[config.mk]
export PLATFORM = sky130hd
export DESIGN_NAME = dpd_norm
export DESIGN_NICKNAME = d
export VERILOG_FILES = /design/src/rtl/dpd_pkg.sv /design/src/rtl/dpd_norm.sv
export SDC_FILE = /design/constraint.sdc
export NUM_CORES = 2
export LEC_CHECK = 0
export BUFFER_PORTS_ARGS = -buffer_cell sky130_fd_sc_hd__buf_2
export CAP_MARGIN = 30
export CORE_MARGIN = 2
export CORE_UTILIZATION = 30
export DETAILED_ROUTE_END_ITERATION = 16
export GPL_ROUTABILITY_DRIVEN = 0
export PLACE_DENSITY = 0.5
export SLEW_MARGIN = 20
export SYNTH_ARGS = -nofsm -noshare
export SYNTH_HDL_FRONTEND = slang
export SYNTH_SLANG_ARGS = --single-unit
[constraint.sdc]
create_clock -name clk_i -period 9.51 [get_ports clk_i]
set_input_delay 2.853 -clock clk_i [delete_from_list [all_inputs] [get_ports clk_i]]
set_output_delay 2.853 -clock clk_i [all_outputs]
set_load 0.02 [all_outputs]
[src/rtl/dpd_pkg.sv]
// Package for the depth pixel deprojection block: widths, pipeline
// latencies, configuration register map and saturation helper.
// No dependencies.
package dpd_pkg;

  localparam int COORD_BITS    = 12;
  localparam int DEPTH_BITS    = 16;
  localparam int PIX_FRAC      = 8;
  localparam int CENTER_BITS   = COORD_BITS + PIX_FRAC;
  localparam int DIFF_BITS     = CENTER_BITS + 1;
  localparam int Q_BITS        = 32;
  localparam int FRAC_BITS     = 28;
  localparam int NORM_SHIFT    = 12;
  localparam int OUT_SHIFT     = 20;
  localparam int PROD_BITS     = 2 * Q_BITS;
  localparam int NPROD_BITS    = DIFF_BITS + Q_BITS + 1;
  localparam int SCALE_BITS    = Q_BITS + DEPTH_BITS + 1;
  localparam int T_BITS        = PROD_BITS - FRAC_BITS + 2;
  localparam int SAT_W         = 72;
  localparam int CFG_ADDR_BITS = 3;
  localparam int CFG_DATA_BITS = 64;

  localparam int NORM_LAT  = 3;
  localparam int RAD_LAT   = 8;
  localparam int PROJ_LAT  = 4;
  localparam int DEPTH_LAT = NORM_LAT + RAD_LAT;
  localparam int TOTAL_LAT = NORM_LAT + RAD_LAT + PROJ_LAT;

  typedef logic signed [Q_BITS-1:0]    q_t;
  typedef logic signed [PROD_BITS-1:0] qprod_t;
  typedef logic signed [T_BITS-1:0]    qterm_t;

  localparam q_t Q_MAX = {1'b0, {(Q_BITS-1){1'b1}}};
  localparam q_t Q_MIN = {1'b1, {(Q_BITS-1){1'b0}}};
  localparam logic signed [SAT_W-1:0] ONE_Q = SAT_W'(2**FRAC_BITS);

  typedef enum logic [CFG_ADDR_BITS-1:0] {
    REG_PRINCIPAL_X = 3'd0,
    REG_PRINCIPAL_Y = 3'd1,
    REG_INV_FOCAL_X = 3'd2,
    REG_INV_FOCAL_Y = 3'd3,
    REG_RADIAL_K1   = 3'd4,
    REG_RADIAL_K2   = 3'd5,
    REG_RADIAL_K3   = 3'd6,
    REG_TANGENTIAL  = 3'd7
  } cfg_reg_e;

  typedef struct packed {
    logic [CENTER_BITS-1:0] principal_x;
    logic [CENTER_BITS-1:0] principal_y;
    logic [Q_BITS-1:0]      inv_focal_x;
    logic [Q_BITS-1:0]      inv_focal_y;
    q_t                     k1;
    q_t                     k2;
    q_t                     k3;
    q_t                     p1;
    q_t                     p2;
  } cfg_t;

  localparam cfg_t CFG_RESET = '{
    principal_x: CENTER_BITS'(82049),
    principal_y: CENTER_BITS'(60314),
    inv_focal_x: Q_BITS'(11185685),
    inv_focal_y: Q_BITS'(11185685),
    k1: '0,
    k2: '0,
    k3: '0,
    p1: '0,
    p2: '0
  };

  // clamp a wide signed value to the signed Q4.28 range
  function automatic q_t sat_q(input logic signed [SAT_W-1:0] v);
    logic [SAT_W-Q_BITS:0] hi;
    hi = v[SAT_W-1:Q_BITS-1];
    if (&hi || ~|hi) begin
      return v[Q_BITS-1:0];
    end else if (v[SAT_W-1]) begin
      return Q_MIN;
    end else begin
      return Q_MAX;
    end
  endfunction

endpackage

[src/rtl/dpd_norm.sv]
// One axis of pixel normalization: center on the principal point, scale by
// the reciprocal focal length, saturate to Q4.28. Three register stages.
// Depends on dpd_pkg.
module dpd_norm import dpd_pkg::*; (
  input  logic                   clk_i,
  input  logic                   rst_ni,
  input  logic                   valid_i,
  input  logic [COORD_BITS-1:0]  pix_i,
  input  logic [CENTER_BITS-1:0] center_i,
  input  logic [Q_BITS-1:0]      inv_i,
  output logic                   valid_o,
  output q_t                     norm_o
);

  logic [NORM_LAT-1:0]          vld_q;
  logic signed [DIFF_BITS-1:0]  diff_q, diff_d;
  logic signed [NPROD_BITS-1:0] prod_q, prod_d;
  q_t                           norm_q, norm_d;

  always_comb begin
    diff_d = $signed({1'b0, pix_i, PIX_FRAC'(0)}) - $signed({1'b0, center_i});
    prod_d = NPROD_BITS'(diff_q) * NPROD_BITS'($signed({1'b0, inv_i}));
    norm_d = sat_q(SAT_W'(prod_q >>> NORM_SHIFT));
  end

  always_ff @(posedge clk_i or negedge rst_ni) begin
    if (!rst_ni) begin
      vld_q <= '0;
    end else begin
      vld_q <= {vld_q[NORM_LAT-2:0], valid_i};
    end
  end

  always_ff @(posedge clk_i) begin
    diff_q <= diff_d;
    prod_q <= prod_d;
    norm_q <= norm_d;
  end

  assign valid_o = vld_q[NORM_LAT-1];
  assign norm_o  = norm_q;

endmodule

# Word level (Yosys, flattened, before mapping)
# Index checks and enable logic that the tools add are counted.
dict set report word_totals {
  regBits 110
  latchBits 0
  ramBits 0
  romBits 0
  in_bits 67
  output_inout_bits 33
  elab_cells 12
  n_memories 0
}
dict set report op_classes {
  add_sub_neg 1
  n_mul 1
  div 0
  n_lt_le_gt_ge 0
  eq_ne 0
  n_shift 0
  mux 2
  bitwise 0
  n_reduce_logical 4
}
# cell count
set op_table {}
lappend op_table {{32-bit two-way mux} 2}
lappend op_table {{21-bit by 33-bit multiplier with 54-bit output} 1}
lappend op_table {{20-bit by 20-bit subtractor with 21-bit output} 1}
lappend op_table {{11-bit AND reduction} 1}
lappend op_table {{11-bit OR reduction} 1}
lappend op_table {{1-bit logical NOT} 1}
lappend op_table {{1-bit logical OR} 1}

# Depth between registers and ports, before layout
dict set report logic_depth {
  word_depth 4
  mapped_depth 26
}

# Worst setup path after synthesis
# OpenSTA, ideal clock, no wires.
dict set report synth_path {
  kind {in2reg}
  from {input port inv_i[10]}
  to {register prod_q[49]}
  t_arrival_ps 8982
  t_required_ps 9383
  slack_ps 401
  cell_stages 25
  n_path_buf 1
  path_cell_list {clkbuf_1 > and2_1 > fa_1 > fa_1 > inv_1 > fa_1 > inv_1 > fa_1 > inv_1 > fa_1 > inv_1 > fa_1 > inv_1 > fa_1 > inv_1 > ha_1 > a21oi_1 > nor2_1 > a2111oi_4 > a211oi_4 > o311ai_4 > a21oi_4 > a211oi_2 > o21bai_1 > xor2_1}
}
dict set report synth_between {
  elab_chain_cells 1
}
# item line_no
set synth_rtl {}
lappend synth_rtl {{start, declared} dpd_norm.sv:10} ;# input logic [Q_BITS-1:0] inv_i,
lappend synth_rtl {{21-bit by 33-bit multiplier with 54-bit output} dpd_norm.sv:22} ;# prod_d = NPROD_BITS'(diff_q) * NPROD_BITS'($signed({1'b0, inv_i}));
lappend synth_rtl {{via prod_d[49]} dpd_norm.sv:17} ;# logic signed [NPROD_BITS-1:0] prod_q, prod_d;
lappend synth_rtl {{end signal, assigned} dpd_norm.sv:36} ;# prod_q <= prod_d;
lappend synth_rtl {{end, declared} dpd_norm.sv:17}
# The timed path passes the listed nets, and every way through them passes these cells.

# Worst setup path after layout
dict set report layout_path {
  from {input port inv_i[10]}
  to {register prod_q[38]}
}
# Same word-level chain as after synthesis.

==> impl_metrics.csv <==
group,metric,value,unit
clock_tree,tritoncts.num_buffers,9,
route,wl,70.54,mm
logic_synthesis,syn_inst,2788,
floorplan,row_count,105,
critical_path,cp_num_cells,26,
route,drc,0,
clock_tree,clk_pin_slew,0.09,ns
sta,drv_slew,0,
grt,antenna_found_initial,7,
floorplan,dieArea,85490,sq um
clock_tree,clock-sinks,98,
sta,finalSetupViolations,0,
grt,grtUsageMet2,30.76,%
min_path,hold_path_class,"reg2reg",
logic_synthesis,synthTopCellsByArea,"fa_1 (45%), ha_1 (10%), inv_1 (10%)",
grt,overflow,0,
route,drt_first_iter_violations,764,
final_layout,areaGrowthSynthToFinish,10.77,%
floorplan,die_w,292.4,microns
sta,slew_headroom,35.21,%
logic_synthesis,synth-main-ff-cell,"dfxtp_1",
final_layout,fillerInstances,8673,
sta,finalHoldViolations,0,
route,vias,18040,
critical_path,cp-endpoint,"prod_q[38]$_DFF_P_",
clock_tree,cts_tree,"yes",
placement,portBuffers,99,
critical_path,r2r_start,"diff_q[1]$_DFF_P_",
logic_synthesis,yosysTopAreaCell,"fa_1",
final_layout,drive_above_1_share,9.438,%
sta,period_needed,9.178,ns
critical_path,rrSetupSlack,2.08,ns
run_status,status,"completed",
floorplan,start_util,30.34,%
final_layout,final_nets,3719,
critical_path,reg2regPathDepth,24,
logic_synthesis,syn_nets,3630,
critical_path,crit_path_start_kind,"input pin",
clock_tree,cts_setup_buffers,0,
route,vias_per_cell,4.563,
sta,worst_slew_pin_slew,0.9718,ns
sta,max_freq,109.0,MHz
final_layout,postLayoutCellArea,27640,sq um
floorplan,num_io_pins,100,
logic_synthesis,yosysSeqAreaShare,7.923,%
placement,dpl.hpwl,58.94,mm
grt,grt_pass1_vias,19700,
sta,hold_ws,0.3511,ns
final_layout,finish.utilization,33.60,%
clock_tree,clock_tree.root_cell,"clkbuf_16",
critical_path,r2r-end,"prod_q[50]$_DFF_P_",
final_layout,fin_cells,3954,
logic_synthesis,syn_area,24950,sq um
critical_path,cp_top_family,"adder cells",
route,drt_first_pass_iters,5,
logic_synthesis,synth_edf_count,0,
grt,grt_util_met1,21.89,%
logic_synthesis,yosysWarnings,0,
logic_synthesis,yosysUniqueCellTypes,67,
logic_synthesis,synth.avg_cell_area,8.949,sq um
critical_path,critPathCaptureType,"register",
grt,grtUsageTotal,17.10,%
logic_synthesis,yosys.area.top_type_share,45.49,%
logic_synthesis,async_reset_ff_share,3.061,%
min_path,min_from,"vld_q[1]$_DFF_PN0_",
critical_path,critPathKind,"in2reg",
critical_path,critPathMostFrequentCell,"fa_1",
clock_tree,clock_latency,0.40,ns
route,wl_per_cell,17.84,microns
grt,grt-busiest-layer,"met2",
floorplan,die_y,292.4,microns
final_layout,mostFrequentLayoutCell,"inv_1",
grt,grt_pass1_wl,112.4,mm
clock_tree,clockBufferDepth,2,
flow_run,cap_violations,0,
critical_path,crit_slowest_cell,"fa_1",
floorplan,core-area,82240,sq um
critical_path,slowest_delay,0.53,ns
critical_path,worst_ep_arrival_time,9.49,ns
final_layout,layout_common_cells,"inv_1 (670), fa_1 (567), nand2_1 (437)",
sta,skew,0.01693,ns
placement,place_area,27290,sq um
critical_path,startpoint,"inv_i[10]",
critical_path,required,9.82,ns
critical_path,worst-path-max-fanout,7,
critical_path,crit_buf_inv,8,
placement,placedCellCount,3934,
grt,grt_start_max_net_pins,33,
grt,grt_use_met3,1.813,%
route,antenna_left,0,
sta,finalCritPeriodShare,96.50,%
clock_tree,h-tree-depth,3,
logic_synthesis,ys_seq_elements,98,
cells by family after synthesis:
family | count (synthesis) | synth area share, %
compound gates | 190 | 5.261
buf+inv | 817 | 12.29
xor+xnor | 58 | 2.036
simple gates | 850 | 16.56
flops | 98 | 7.923
fa+ha+maj | 775 | 55.93
registers in the layout (all words and copies together) (netlist names):
signal	cells
prod_q	42
norm_o	32
diff_q	21
vld_q	3
layout make-up:
type                    count  area [sq um]  area share [%]
multi-input cells        1873         19920           72.07
repair buffers            225          1567           5.668
flip-flops and latches     98          1987           7.189
clock buffers               9         225.2          0.8149
well taps                1070          1339           4.844
diodes                      2         5.005         0.01811
clock inverters             7         81.33          0.2943
inverters                 670          2515           9.100
what timing repair did:
action | 4_1_cts | 5_1_grt
setup endpoints to repair | 0 | 9
hold buffers | 0 | 0
endpoints found under the hold margin | 0 | 0
gates resized for setup | 0 | 1
worst min-delay path by stage:
stage                                     to  cells past startpoint
after global routing      vld_q[2]$_DFF_PN0_                      0
after detailed placement  vld_q[2]$_DFF_PN0_                      0
final                     vld_q[2]$_DFF_PN0_                      0
after CTS                 vld_q[2]$_DFF_PN0_                      0
after global placement    vld_q[2]$_DFF_PN0_                      0
after floorplan           vld_q[1]$_DFF_PN0_                      0
layer usage:
| metal | part of all wire, % | up-vias |
|---|---|---|
| met1 | 43 | 9377 |
| met4 | 2.1 | 4 |
| met3 | 2.9 | 80 |
| li1 | - | 8288 |
| met2 | 52 | 294 |
| met5 | 0.037 | - |
synthesized netlist by cell type, drive strengths merged, types with 4 or more instances:
cell and n:
dfxtp 95, o21bai 6, a211oi 5, nor3 15, clkbuf 145, nand3 9
and3 6, a21o 31, xnor2 33, nand2b 19, or3 5, and2 269
nand4 14, nor4 4, nor2 37, o21a 5, a21oi 46, nor2b 27
a31oi 7, o21ai 61, fa 567, inv 670, nand2 437, ha 208
o41ai 4, xor2 25
stage by stage:
stage               setup TNS (ns)  setup slack (ns)
global placement           -0.5231          -0.08945
finish                           0            0.3324
floorplan                        0            0.4007
detailed placement          -1.295           -0.1542
CTS                              0            0.2492
global route             -0.006605         -0.006605
Power is left out: the tool's default activity adds up to more than one toggle a clock period on the data nets, which glitch-free logic cannot reach.
